**config.mk**
```make
export PLATFORM = sky130hd
export DESIGN_NAME = servo_linear_ramp_interpolator_flat
export DESIGN_NICKNAME = d
export VERILOG_FILES = /design/src/rtl/slri_pkg.sv /design/src/rtl/slri_cmd_if.sv /design/src/rtl/slri_res_if.sv /design/src/rtl/slri_alu.sv /design/src/rtl/servo_linear_ramp_interpolator.sv /design/src/flat_wrapper.sv
export SDC_FILE = /design/constraint.sdc
export NUM_CORES = 2
export LEC_CHECK = 0
export ABC_AREA = 1
export BUFFER_PORTS_ARGS = -buffer_cell sky130_fd_sc_hd__buf_2
export CAP_MARGIN = 20
export CORE_ASPECT_RATIO = 0.8
export CORE_MARGIN = 4
export CORE_UTILIZATION = 30
export DETAILED_ROUTE_END_ITERATION = 10
export GPL_TIMING_DRIVEN = 0
export PLACE_DENSITY_LB_ADDON = 0.05
export SYNTH_ARGS = -nofsm -noshare
export SYNTH_HDL_FRONTEND = slang
export SYNTH_SLANG_ARGS = --single-unit
export TNS_END_PERCENT = 100
```
**constraint.sdc**
```tcl
create_clock -name clk -period 9.5 [get_ports clk]
set_input_delay 1.9 -clock clk [delete_from_list [all_inputs] [get_ports clk]]
set_output_delay 1.9 -clock clk [all_outputs]
set_load 0.05 [all_outputs]
```
**src/rtl/slri_pkg.sv**
```systemverilog
// slri_pkg: shared types and constants for the servo linear ramp interpolator.
// No dependencies; compiled first.
`default_nettype none

package slri_pkg;

    localparam int PWM_W       = 12;
    localparam int INC_W       = 13;
    localparam int PHASE_W     = 8;
    localparam int CHAN_IN_W   = 5;
    localparam int CHAN_OUT_W  = 4;
    localparam int REPORT_LIMIT = 15;
    localparam int PWM_MAX     = 4095;

    // reciprocal divide: q = (n * ceil(2^RECIP_SHIFT / STEPS)) >> RECIP_SHIFT
    localparam int RECIP_SHIFT = 20;
    localparam int MUL_B_W     = 21;
    localparam int PROD_W      = INC_W + 1 + MUL_B_W + 1;
    localparam int ACC_W       = 24;

    localparam int CHANNELS_DEF     = 18;
    localparam int STEPS_DEF        = 16;
    localparam int OUT_CHANNELS_DEF = 15;

    localparam logic ACT_TICK  = 1'b0;
    localparam logic ACT_WRITE = 1'b1;

    typedef enum logic [1:0] {
        ST_IDLE,
        ST_MUL,
        ST_ADD
    } state_t;

    typedef enum logic [1:0] {
        MODE_RAMP,
        MODE_LAND,
        MODE_SEG
    } mode_t;

    typedef struct packed {
        mode_t mode;
        logic  mul_en;
    } alu_ctrl_t;

endpackage

`default_nettype wire

```
**src/rtl/slri_cmd_if.sv**
```systemverilog
// slri_cmd_if: valid/ready channel for command beats (target writes and ticks).
// Depends on slri_pkg.
`default_nettype none

interface slri_cmd_if import slri_pkg::*; ();
    logic                 valid;
    logic                 ready;
    logic                 action;
    logic [CHAN_IN_W-1:0] channel;
    logic [PWM_W-1:0]     target_value;

    modport source (output valid, action, channel, target_value, input ready);
    modport sink   (input valid, action, channel, target_value, output ready);
endinterface

`default_nettype wire

```
**src/rtl/slri_res_if.sv**
```systemverilog
// slri_res_if: valid/ready channel for per-channel result beats.
// Depends on slri_pkg.
`default_nettype none

interface slri_res_if import slri_pkg::*; ();
    logic                  valid;
    logic                  ready;
    logic [CHAN_OUT_W-1:0] out_channel;
    logic [PWM_W-1:0]      pwm_count;
    logic                  segment_end;
    logic                  last_of_tick;

    modport source (output valid, out_channel, pwm_count, segment_end, last_of_tick,
                    input ready);
    modport sink   (input valid, out_channel, pwm_count, segment_end, last_of_tick,
                    output ready);
endinterface

`default_nettype wire

```
**src/rtl/slri_alu.sv**
```systemverilog
// slri_alu: shared multiply / add / clamp unit used once per channel per tick.
// Depends on slri_pkg.
`default_nettype none

module slri_alu import slri_pkg::*; #(
    parameter int STEPS = STEPS_DEF
) (
    input  wire logic                    clk,
    input  wire alu_ctrl_t               ctrl,
    input  wire logic [PWM_W-1:0]        present,
    input  wire logic [PWM_W-1:0]        target,
    input  wire logic [PWM_W-1:0]        start,
    input  wire logic signed [INC_W-1:0] inc,
    output logic [PWM_W-1:0]             next_present,
    output logic signed [INC_W-1:0]      next_inc
);

    localparam logic [MUL_B_W-1:0] RECIP =
        MUL_B_W'(((1 << RECIP_SHIFT) + STEPS - 1) / STEPS);
    localparam logic [MUL_B_W-1:0] LAND_MULT = MUL_B_W'(STEPS - 1);
    localparam logic signed [ACC_W-1:0] PWM_TOP = ACC_W'(PWM_MAX);

    logic signed [PWM_W:0]   diff;
    logic                    diff_neg;
    logic [PWM_W-1:0]        diff_mag;
    logic signed [INC_W:0]   mul_a;
    logic signed [MUL_B_W:0] mul_b;
    logic signed [PROD_W-1:0] product;
    logic signed [PROD_W-1:0] prod_reg;
    logic                    neg_reg;
    logic [PWM_W-1:0]        quot;
    logic signed [INC_W-1:0] quot_s;
    logic signed [ACC_W-1:0] addend;
    logic signed [ACC_W-1:0] sum;

    // multiply step: |target - present| * reciprocal, or (STEPS-1) * increment
    always_comb
    begin
        diff     = signed'({1'b0, target}) - signed'({1'b0, present});
        diff_neg = diff[PWM_W];
        diff_mag = diff_neg ? PWM_W'(-diff) : diff[PWM_W-1:0];
        if (ctrl.mode == MODE_SEG)
        begin
            mul_a = signed'({2'b00, diff_mag});
            mul_b = signed'({1'b0, RECIP});
        end
        else
        begin
            mul_a = signed'({inc[INC_W-1], inc});
            mul_b = signed'({1'b0, LAND_MULT});
        end
        product = PROD_W'(mul_a) * PROD_W'(mul_b);
    end

    always_ff @(posedge clk)
    begin
        if (ctrl.mul_en)
        begin
            prod_reg <= product;
            neg_reg  <= diff_neg;
        end
    end

    // add step
    always_comb
    begin
        quot     = prod_reg[RECIP_SHIFT +: PWM_W];
        quot_s   = signed'({1'b0, quot});
        next_inc = neg_reg ? -quot_s : quot_s;

        if (ctrl.mode == MODE_LAND)
        begin
            addend = ACC_W'(signed'({1'b0, target})) - ACC_W'(signed'({1'b0, start}))
                     - signed'(prod_reg[ACC_W-1:0]);
        end
        else
        begin
            addend = ACC_W'(inc);
        end
        sum = ACC_W'(signed'({1'b0, present})) + addend;

        if (sum[ACC_W-1])
        begin
            next_present = '0;
        end
        else if (sum > PWM_TOP)
        begin
            next_present = PWM_W'(PWM_MAX);
        end
        else
        begin
            next_present = sum[PWM_W-1:0];
        end
    end

endmodule

`default_nettype wire

```
**src/rtl/servo_linear_ramp_interpolator.sv**
```systemverilog
// Servo linear ramp interpolator: per-channel target store and ramp sequencer.
// Depends on slri_pkg, slri_cmd_if, slri_res_if and slri_alu.
//
// A write beat (action=1) stores a target. A tick beat
// (action=0) walks every channel through the shared slri_alu and reports the
// pre-update count of the first min(OUT_CHANNELS, CHANNELS, 15) channels.
// During ramp phases each channel takes only an add step; on the landing
// phase and the segment-end tick each channel takes a multiply and an add
// step. A result beat waiting on res.ready stalls the walk only when the
// next report is due. cmd.ready is high only while no tick is in progress.
// No clearing pass after reset.
`default_nettype none

module servo_linear_ramp_interpolator import slri_pkg::*; #(
    parameter int CHANNELS     = CHANNELS_DEF,
    parameter int STEPS        = STEPS_DEF,
    parameter int OUT_CHANNELS = OUT_CHANNELS_DEF
) (
    input  wire logic clk,
    input  wire logic rst_n,
    slri_cmd_if.sink   cmd,
    slri_res_if.source res
);

    localparam int IDX_W = (CHANNELS > 1) ? $clog2(CHANNELS) : 1;
    localparam int N_REPORT_A = (OUT_CHANNELS < CHANNELS) ? OUT_CHANNELS : CHANNELS;
    localparam int N_REPORT = (N_REPORT_A < REPORT_LIMIT) ? N_REPORT_A : REPORT_LIMIT;
    localparam logic [IDX_W-1:0] IDX_LAST = IDX_W'(CHANNELS - 1);

    logic [PWM_W-1:0]        target_store [CHANNELS];
    logic [PWM_W-1:0]        present_store [CHANNELS];
    logic [PWM_W-1:0]        start_store [CHANNELS];
    logic signed [INC_W-1:0] inc_store [CHANNELS];

    state_t             state_reg, state_next;
    mode_t              mode_reg, mode_next;
    logic [IDX_W-1:0]   idx_reg, idx_next;
    logic [PHASE_W-1:0] phase_reg, phase_next;

    logic                  out_valid_reg, out_valid_next;
    logic [CHAN_OUT_W-1:0] out_chan_reg;
    logic [PWM_W-1:0]      out_pwm_reg;
    logic                  out_seg_reg;
    logic                  out_last_reg;

    logic      cmd_fire;
    logic      tgt_we;
    logic      ch_commit;
    logic      out_load;
    logic      report;
    logic      out_free;
    alu_ctrl_t alu_ctrl;
    logic [PWM_W-1:0]        alu_present;
    logic signed [INC_W-1:0] alu_inc;

    assign cmd.ready = (state_reg == ST_IDLE);
    assign cmd_fire  = cmd.valid && cmd.ready;
    assign tgt_we    = cmd_fire && (cmd.action == ACT_WRITE)
                       && ({1'b0, cmd.channel} < (CHAN_IN_W + 1)'(CHANNELS));

    assign report   = ({1'b0, idx_reg} < (IDX_W + 1)'(N_REPORT));
    assign out_free = !out_valid_reg || res.ready;

    always_comb
    begin
        state_next     = state_reg;
        mode_next      = mode_reg;
        idx_next       = idx_reg;
        phase_next     = phase_reg;
        ch_commit      = 1'b0;
        out_load       = 1'b0;
        alu_ctrl.mode   = mode_reg;
        alu_ctrl.mul_en = 1'b0;
        out_valid_next = out_valid_reg && !res.ready;

        case (state_reg)
            ST_IDLE:
            begin
                if (cmd_fire && (cmd.action == ACT_TICK))
                begin
                    idx_next = '0;
                    if (phase_reg >= PHASE_W'(STEPS))
                    begin
                        mode_next  = MODE_SEG;
                        state_next = ST_MUL;
                    end
                    else if (phase_reg == PHASE_W'(STEPS - 1))
                    begin
                        mode_next  = MODE_LAND;
                        state_next = ST_MUL;
                    end
                    else
                    begin
                        mode_next  = MODE_RAMP;
                        state_next = ST_ADD;
                    end
                end
            end
            ST_MUL:
            begin
                alu_ctrl.mul_en = 1'b1;
                state_next      = ST_ADD;
            end
            ST_ADD:
            begin
                // hold the channel until its report beat has a free slot
                if (!report || out_free)
                begin
                    ch_commit = 1'b1;
                    out_load  = report;
                    if (report)
                    begin
                        out_valid_next = 1'b1;
                    end
                    if (idx_reg == IDX_LAST)
                    begin
                        state_next = ST_IDLE;
                        phase_next = (mode_reg == MODE_SEG) ? '0 : phase_reg + 1'b1;
                    end
                    else
                    begin
                        idx_next   = idx_reg + 1'b1;
                        state_next = (mode_reg == MODE_RAMP) ? ST_ADD : ST_MUL;
                    end
                end
            end
            default:
            begin
                state_next = ST_IDLE;
            end
        endcase
    end

    slri_alu #(
        .STEPS (STEPS)
    ) u_alu (
        .clk          (clk),
        .ctrl         (alu_ctrl),
        .present      (present_store[idx_reg]),
        .target       (target_store[idx_reg]),
        .start        (start_store[idx_reg]),
        .inc          (inc_store[idx_reg]),
        .next_present (alu_present),
        .next_inc     (alu_inc)
    );

    always_ff @(posedge clk or negedge rst_n)
    begin
        if (!rst_n)
        begin
            state_reg     <= ST_IDLE;
            mode_reg      <= MODE_RAMP;
            idx_reg       <= '0;
            phase_reg     <= '0;
            out_valid_reg <= 1'b0;
        end
        else
        begin
            state_reg     <= state_next;
            mode_reg      <= mode_next;
            idx_reg       <= idx_next;
            phase_reg     <= phase_next;
            out_valid_reg <= out_valid_next;
        end
    end

    always_ff @(posedge clk or negedge rst_n)
    begin
        if (!rst_n)
        begin
            for (int i = 0; i < CHANNELS; i++)
            begin
                target_store[i]  <= '0;
                present_store[i] <= '0;
                start_store[i]   <= '0;
                inc_store[i]     <= '0;
            end
        end
        else
        begin
            if (tgt_we)
            begin
                target_store[cmd.channel[IDX_W-1:0]] <= cmd.target_value;
            end
            if (ch_commit)
            begin
                if (mode_reg == MODE_SEG)
                begin
                    start_store[idx_reg] <= present_store[idx_reg];
                    inc_store[idx_reg]   <= alu_inc;
                end
                else
                begin
                    present_store[idx_reg] <= alu_present;
                end
            end
        end
    end

    always_ff @(posedge clk)
    begin
        if (out_load)
        begin
            out_chan_reg <= CHAN_OUT_W'(idx_reg);
            out_pwm_reg  <= present_store[idx_reg];
            out_seg_reg  <= (mode_reg == MODE_SEG);
            out_last_reg <= ({1'b0, idx_reg} == (IDX_W + 1)'(N_REPORT - 1));
        end
    end

    assign res.valid        = out_valid_reg;
    assign res.out_channel  = out_chan_reg;
    assign res.pwm_count    = out_pwm_reg;
    assign res.segment_end  = out_seg_reg;
    assign res.last_of_tick = out_last_reg;

    a_phase_bound: assert property (@(posedge clk) disable iff (!rst_n)
        phase_reg <= PHASE_W'(STEPS))
        else $error("phase count ran past STEPS");

    a_tick_starts: assert property (@(posedge clk) disable iff (!rst_n)
        (cmd_fire && (cmd.action == ACT_TICK)) |=> (state_reg != ST_IDLE))
        else $error("tick beat did not start the channel walk");

    a_last_channel: assert property (@(posedge clk) disable iff (!rst_n)
        (res.valid && res.last_of_tick) |-> (res.out_channel == CHAN_OUT_W'(N_REPORT - 1)))
        else $error("last_of_tick on wrong channel");

    a_walk_ends_clean: assert property (@(posedge clk) disable iff (!rst_n)
        ((state_reg == ST_ADD) && ch_commit && (idx_reg == IDX_LAST)) |=>
            (state_reg == ST_IDLE))
        else $error("walk did not return to idle after the last channel");

endmodule

`default_nettype wire
```
**src/flat_wrapper.sv**
```systemverilog
// flat-port wrapper written by rule: the top's interface ports become plain ports
module servo_linear_ramp_interpolator_flat import slri_pkg::*;
#(
    parameter int CHANNELS     = CHANNELS_DEF,
    parameter int STEPS        = STEPS_DEF,
    parameter int OUT_CHANNELS = OUT_CHANNELS_DEF
)
  (clk, rst_n, cmd_valid, cmd_action, cmd_channel, cmd_target_value, cmd_ready, res_valid, res_out_channel, res_pwm_count, res_segment_end, res_last_of_tick, res_ready);
  slri_cmd_if cmd_i ();
  slri_res_if res_i ();
  input  wire logic clk;
  input  wire logic rst_n;
  input wire logic [$bits(cmd_i.valid)-1:0] cmd_valid;
  input wire logic [$bits(cmd_i.action)-1:0] cmd_action;
  input wire logic [$bits(cmd_i.channel)-1:0] cmd_channel;
  input wire logic [$bits(cmd_i.target_value)-1:0] cmd_target_value;
  output wire logic [$bits(cmd_i.ready)-1:0] cmd_ready;
  output wire logic [$bits(res_i.valid)-1:0] res_valid;
  output wire logic [$bits(res_i.out_channel)-1:0] res_out_channel;
  output wire logic [$bits(res_i.pwm_count)-1:0] res_pwm_count;
  output wire logic [$bits(res_i.segment_end)-1:0] res_segment_end;
  output wire logic [$bits(res_i.last_of_tick)-1:0] res_last_of_tick;
  input wire logic [$bits(res_i.ready)-1:0] res_ready;
  assign cmd_i.valid = cmd_valid;
  assign cmd_i.action = cmd_action;
  assign cmd_i.channel = cmd_channel;
  assign cmd_i.target_value = cmd_target_value;
  assign cmd_ready = cmd_i.ready;
  assign res_valid = res_i.valid;
  assign res_out_channel = res_i.out_channel;
  assign res_pwm_count = res_i.pwm_count;
  assign res_segment_end = res_i.segment_end;
  assign res_last_of_tick = res_i.last_of_tick;
  assign res_i.ready = res_ready;
  servo_linear_ramp_interpolator #(.CHANNELS(CHANNELS), .STEPS(STEPS), .OUT_CHANNELS(OUT_CHANNELS)) u_core (.clk(clk), .rst_n(rst_n), .cmd(cmd_i), .res(res_i));
endmodule
```
==> impl_metrics.tcl <==
set metrics [dict create \
    synth_edf_count 51 \
    dieArea_mm2 0.173 \
    maxCapViolCount 0 \
    status "finished clean" \
    synthArstFlopShare_pct 94.6 \
    relSlewSlack_pct 18.4 \
    yosysWarningCount 0 \
    start_kind "flop" \
    clock_skew_ns 0.0498 \
    antenna_found_initial 16 \
    rows 133 \
    clockBufferDepth 3 \
    drive_gt1_share_pct 9.68 \
    worst-endpoint-arrival_ns 9.56 \
    dp_hpwl_um 166000 \
    top_layer_used "met4" \
    globalplace.congestion 0.882 \
    drt_first_pass_iters 6 \
    netlist_instances 6191 \
    grt_pass1_vias 43700 \
    totalWireLength_um 224000 \
    h-tree-depth 3 \
    crit_family "adder cells" \
    crit_buf_inv 10 \
    placed_area_mm2 0.0535 \
    setup_viol 0 \
    yosysUniqueCellTypes 57 \
    power.density_mw_per_mm2 391 \
    max_freq_mhz 110 \
    area_growth_pct 15.6 \
    fin_crit_sh_pct 95.7 \
    path_clk_slew_ns 0.07 \
    period_needed_ns 9.09 \
    p_leak_nw 27.3 \
    hold_path_class "flop to flop" \
    cpMaxStageDelayCell "dfrtp_1" \
    synth_ff_type "dfrtp_1" \
    largest_reg_flops 234 \
    cts_buffers 110 \
    tns_ns 0 \
    cts_tree "done" \
    start_util_pct 30.3 \
    clkSinkCount 951 \
    root_buffer "clkbuf_16" \
    core_mm2 0.165 \
    vias 45700 \
    hold_viol 0 \
    regMostFlops "u_core.inc_store" \
    numPortBuffers 41 \
    rrSetupSlack_ns 0.41 \
    final.setup.worst_slack_ns 0.410 \
    critPathCaptureType "flop" \
    drtIter0Drc 4492 \
    clk_latency_ns 0.79 \
    cp.required_ns 9.97 \
    grt_start_max_net_pins 157 \
    ys_seq_area_share_pct 48.1 \
    ir_drop_mv 0.289 \
    drv_slew 0 \
    ios 42 \
    dieWidth_um 465 \
    fin_area_mm2 0.0579 \
    drc 0 \
    wl_met1_um 113000 \
    die_h_um 373 \
    crit_path_max_fanout 10 \
    grt-ovfl-total 0 \
    setup.worst_path.class "flop to flop" \
    worst_pin_slew_ns 1.22 \
    ys_seq_elements 951 \
    syn_area_mm2 0.0500 \
    dr_wl_met3_um 14700 \
    synth.avg_cell_area_um2 8.08 \
    cpPeakStageDelay_ns 0.61 \
    met2WireLength_um 91600 \
    viasPerCell 5.25 \
    grt_setup_unrepaired "no" \
    grt_use_total_pct 25.3 \
    wl_per_cell_um 25.8 \
    nets 6590 \
    grt_first_pass_wirelength_um 324000 \
    place_ws_ns -3.14 \
    postRouteAntennaNets 0 \
]
-- kinds of logic after synthesis --
family / after synthesis / share of synthesized area [%]
AO/OA/AOI/OAI: 1516 / 16.3
XOR/XNOR: 85 / 1.49
adder cells (fa/ha/maj): 192 / 5.16
buffers and inverters: 795 / 6.37
flip-flops: 951 / 48.1
multiplexers: 1 / 0.0200
other: 1 / 0.00749
AND/OR/NAND/NOR: 2650 / 22.5
-- per-layer routing --
metal / track usage, % / up-vias
met5: 0 / -
met4: 5.20 / 0
met2: 35.8 / 1480
met3: 3.20 / 246
li1: - / 20900
met1: 40.6 / 23100
-- metrics by stage --
stage,power (mW),util [%],std cells,hold WS (ns)
after detailed placement,17.9,32.4,8487,0.459
after global placement,17.8,32.1,8466,0.457
after floorplan,13.0,-,6198,0.437
after CTS,22.5,34.9,8690,0.473
after global routing,24.2,35.0,8693,0.487
final,22.6,35.1,8698,0.473
-- placed cells by master, fill, tap and decap left out, drive strengths merged, types with 19 or more instances in the layout --
master	n
nand2	1777
a21o	19
ha	168
a211oi	20
nand4	25
a21oi	213
fa	24
xor2	55
o22ai	149
nand3	336
xnor2	30
inv	374
clkinv	38
a32o	22
buf	183
clkbuf	461
nor2	432
nor3	60
o21ai	1023
dfrtp	900
edfxtp	51
-- worst paths after layout --
check / start / to / cells after the start
max: u_core.idx_reg[3]$_DFFE_PN0P_ / u_core.u_alu.prod_reg[31]$_DFFE_PN_ / 43
min: u_core.present_store[55]$_DFFE_PN0P_ / u_core.present_store[55]$_DFFE_PN0P_ / 2
max reg2reg: u_core.idx_reg[3]$_DFFE_PN0P_ / u_core.u_alu.prod_reg[31]$_DFFE_PN_ / 43
min reg2reg: u_core.present_store[55]$_DFFE_PN0P_ / u_core.present_store[55]$_DFFE_PN0P_ / 2
max in group asynchronous: rst_n / u_core.target_store[68]$_DFFE_PN0P_ / 3
min in group asynchronous: rst_n / u_core.inc_store[221]$_DFFE_PN0P_ / 1
-- power by group --
| part | switching (mW) | internal, mW | total, mW |
|---|---|---|---|
| sequential | 0.329 | 4.79 | 5.12 |
| clock | 1.94 | 2.40 | 4.34 |
| combinational | 9.30 | 3.89 | 13.2 |
-- timing repair --
| action | CTS | global route |
|---|---|---|
| buffers inserted | 7 | 8 |
| pin swaps | 8 | 9 |
| hold buffers | 0 | 0 |
| gates resized for setup | 210 | 156 |
| endpoints found under the setup margin | 240 | 233 |
-- worst reg2reg max path, delay by kind of cell, from the launching register on --
family	cells	cell delay, ns
compound gates	6	0.71
xor+xnor	2	0.33
fa+ha+maj	9	3.04
buf+inv	10	1.66
flops	1	0.61
simple gates	16	2.46
-- Yosys cell counts (16+ instances only) --
| library cell | n | area, um2 |
|---|---|---|
| o21ai_0 | 996 | 4980 |
| xnor2_1 | 30 | 263 |
| a21oi_1 | 212 | 1060 |
| buf_1 | 16 | 60.1 |
| nand3_2 | 105 | 1050 |
| nand3_1 | 220 | 1100 |
| dfrtp_1 | 900 | 22500 |
| clkbuf_1 | 335 | 1260 |
| fa_1 | 24 | 480 |
| nor3_1 | 58 | 290 |
| ha_1 | 168 | 2100 |
| o22ai_1 | 149 | 932 |
| a211oi_1 | 20 | 150 |
| inv_1 | 354 | 1330 |
| a32o_1 | 22 | 220 |
| nand2_1 | 1774 | 6660 |
| edfxtp_1 | 51 | 1530 |
| nor2_1 | 425 | 1600 |
| xor2_1 | 55 | 482 |
| o21ai_1 | 27 | 135 |
| a21o_1 | 19 | 143 |
| inv_2 | 16 | 60.1 |
| buf_2 | 48 | 240 |
| nand4_1 | 25 | 156 |
-- layout make-up --
type	instances	area (um2)
Fill cell	17900	107000
Sequential cell	951	24100
Multi-Input combinational cell	4452	23100
Clock buffer	159	3210
Tap cell	2227	2790
Buffer	408	2260
Inverter	376	1420
Timing Repair Buffer	77	683
Clock inverter	43	342
Antenna cell	5	12.5
No activity file was read; power rests on OpenSTA's default activity.
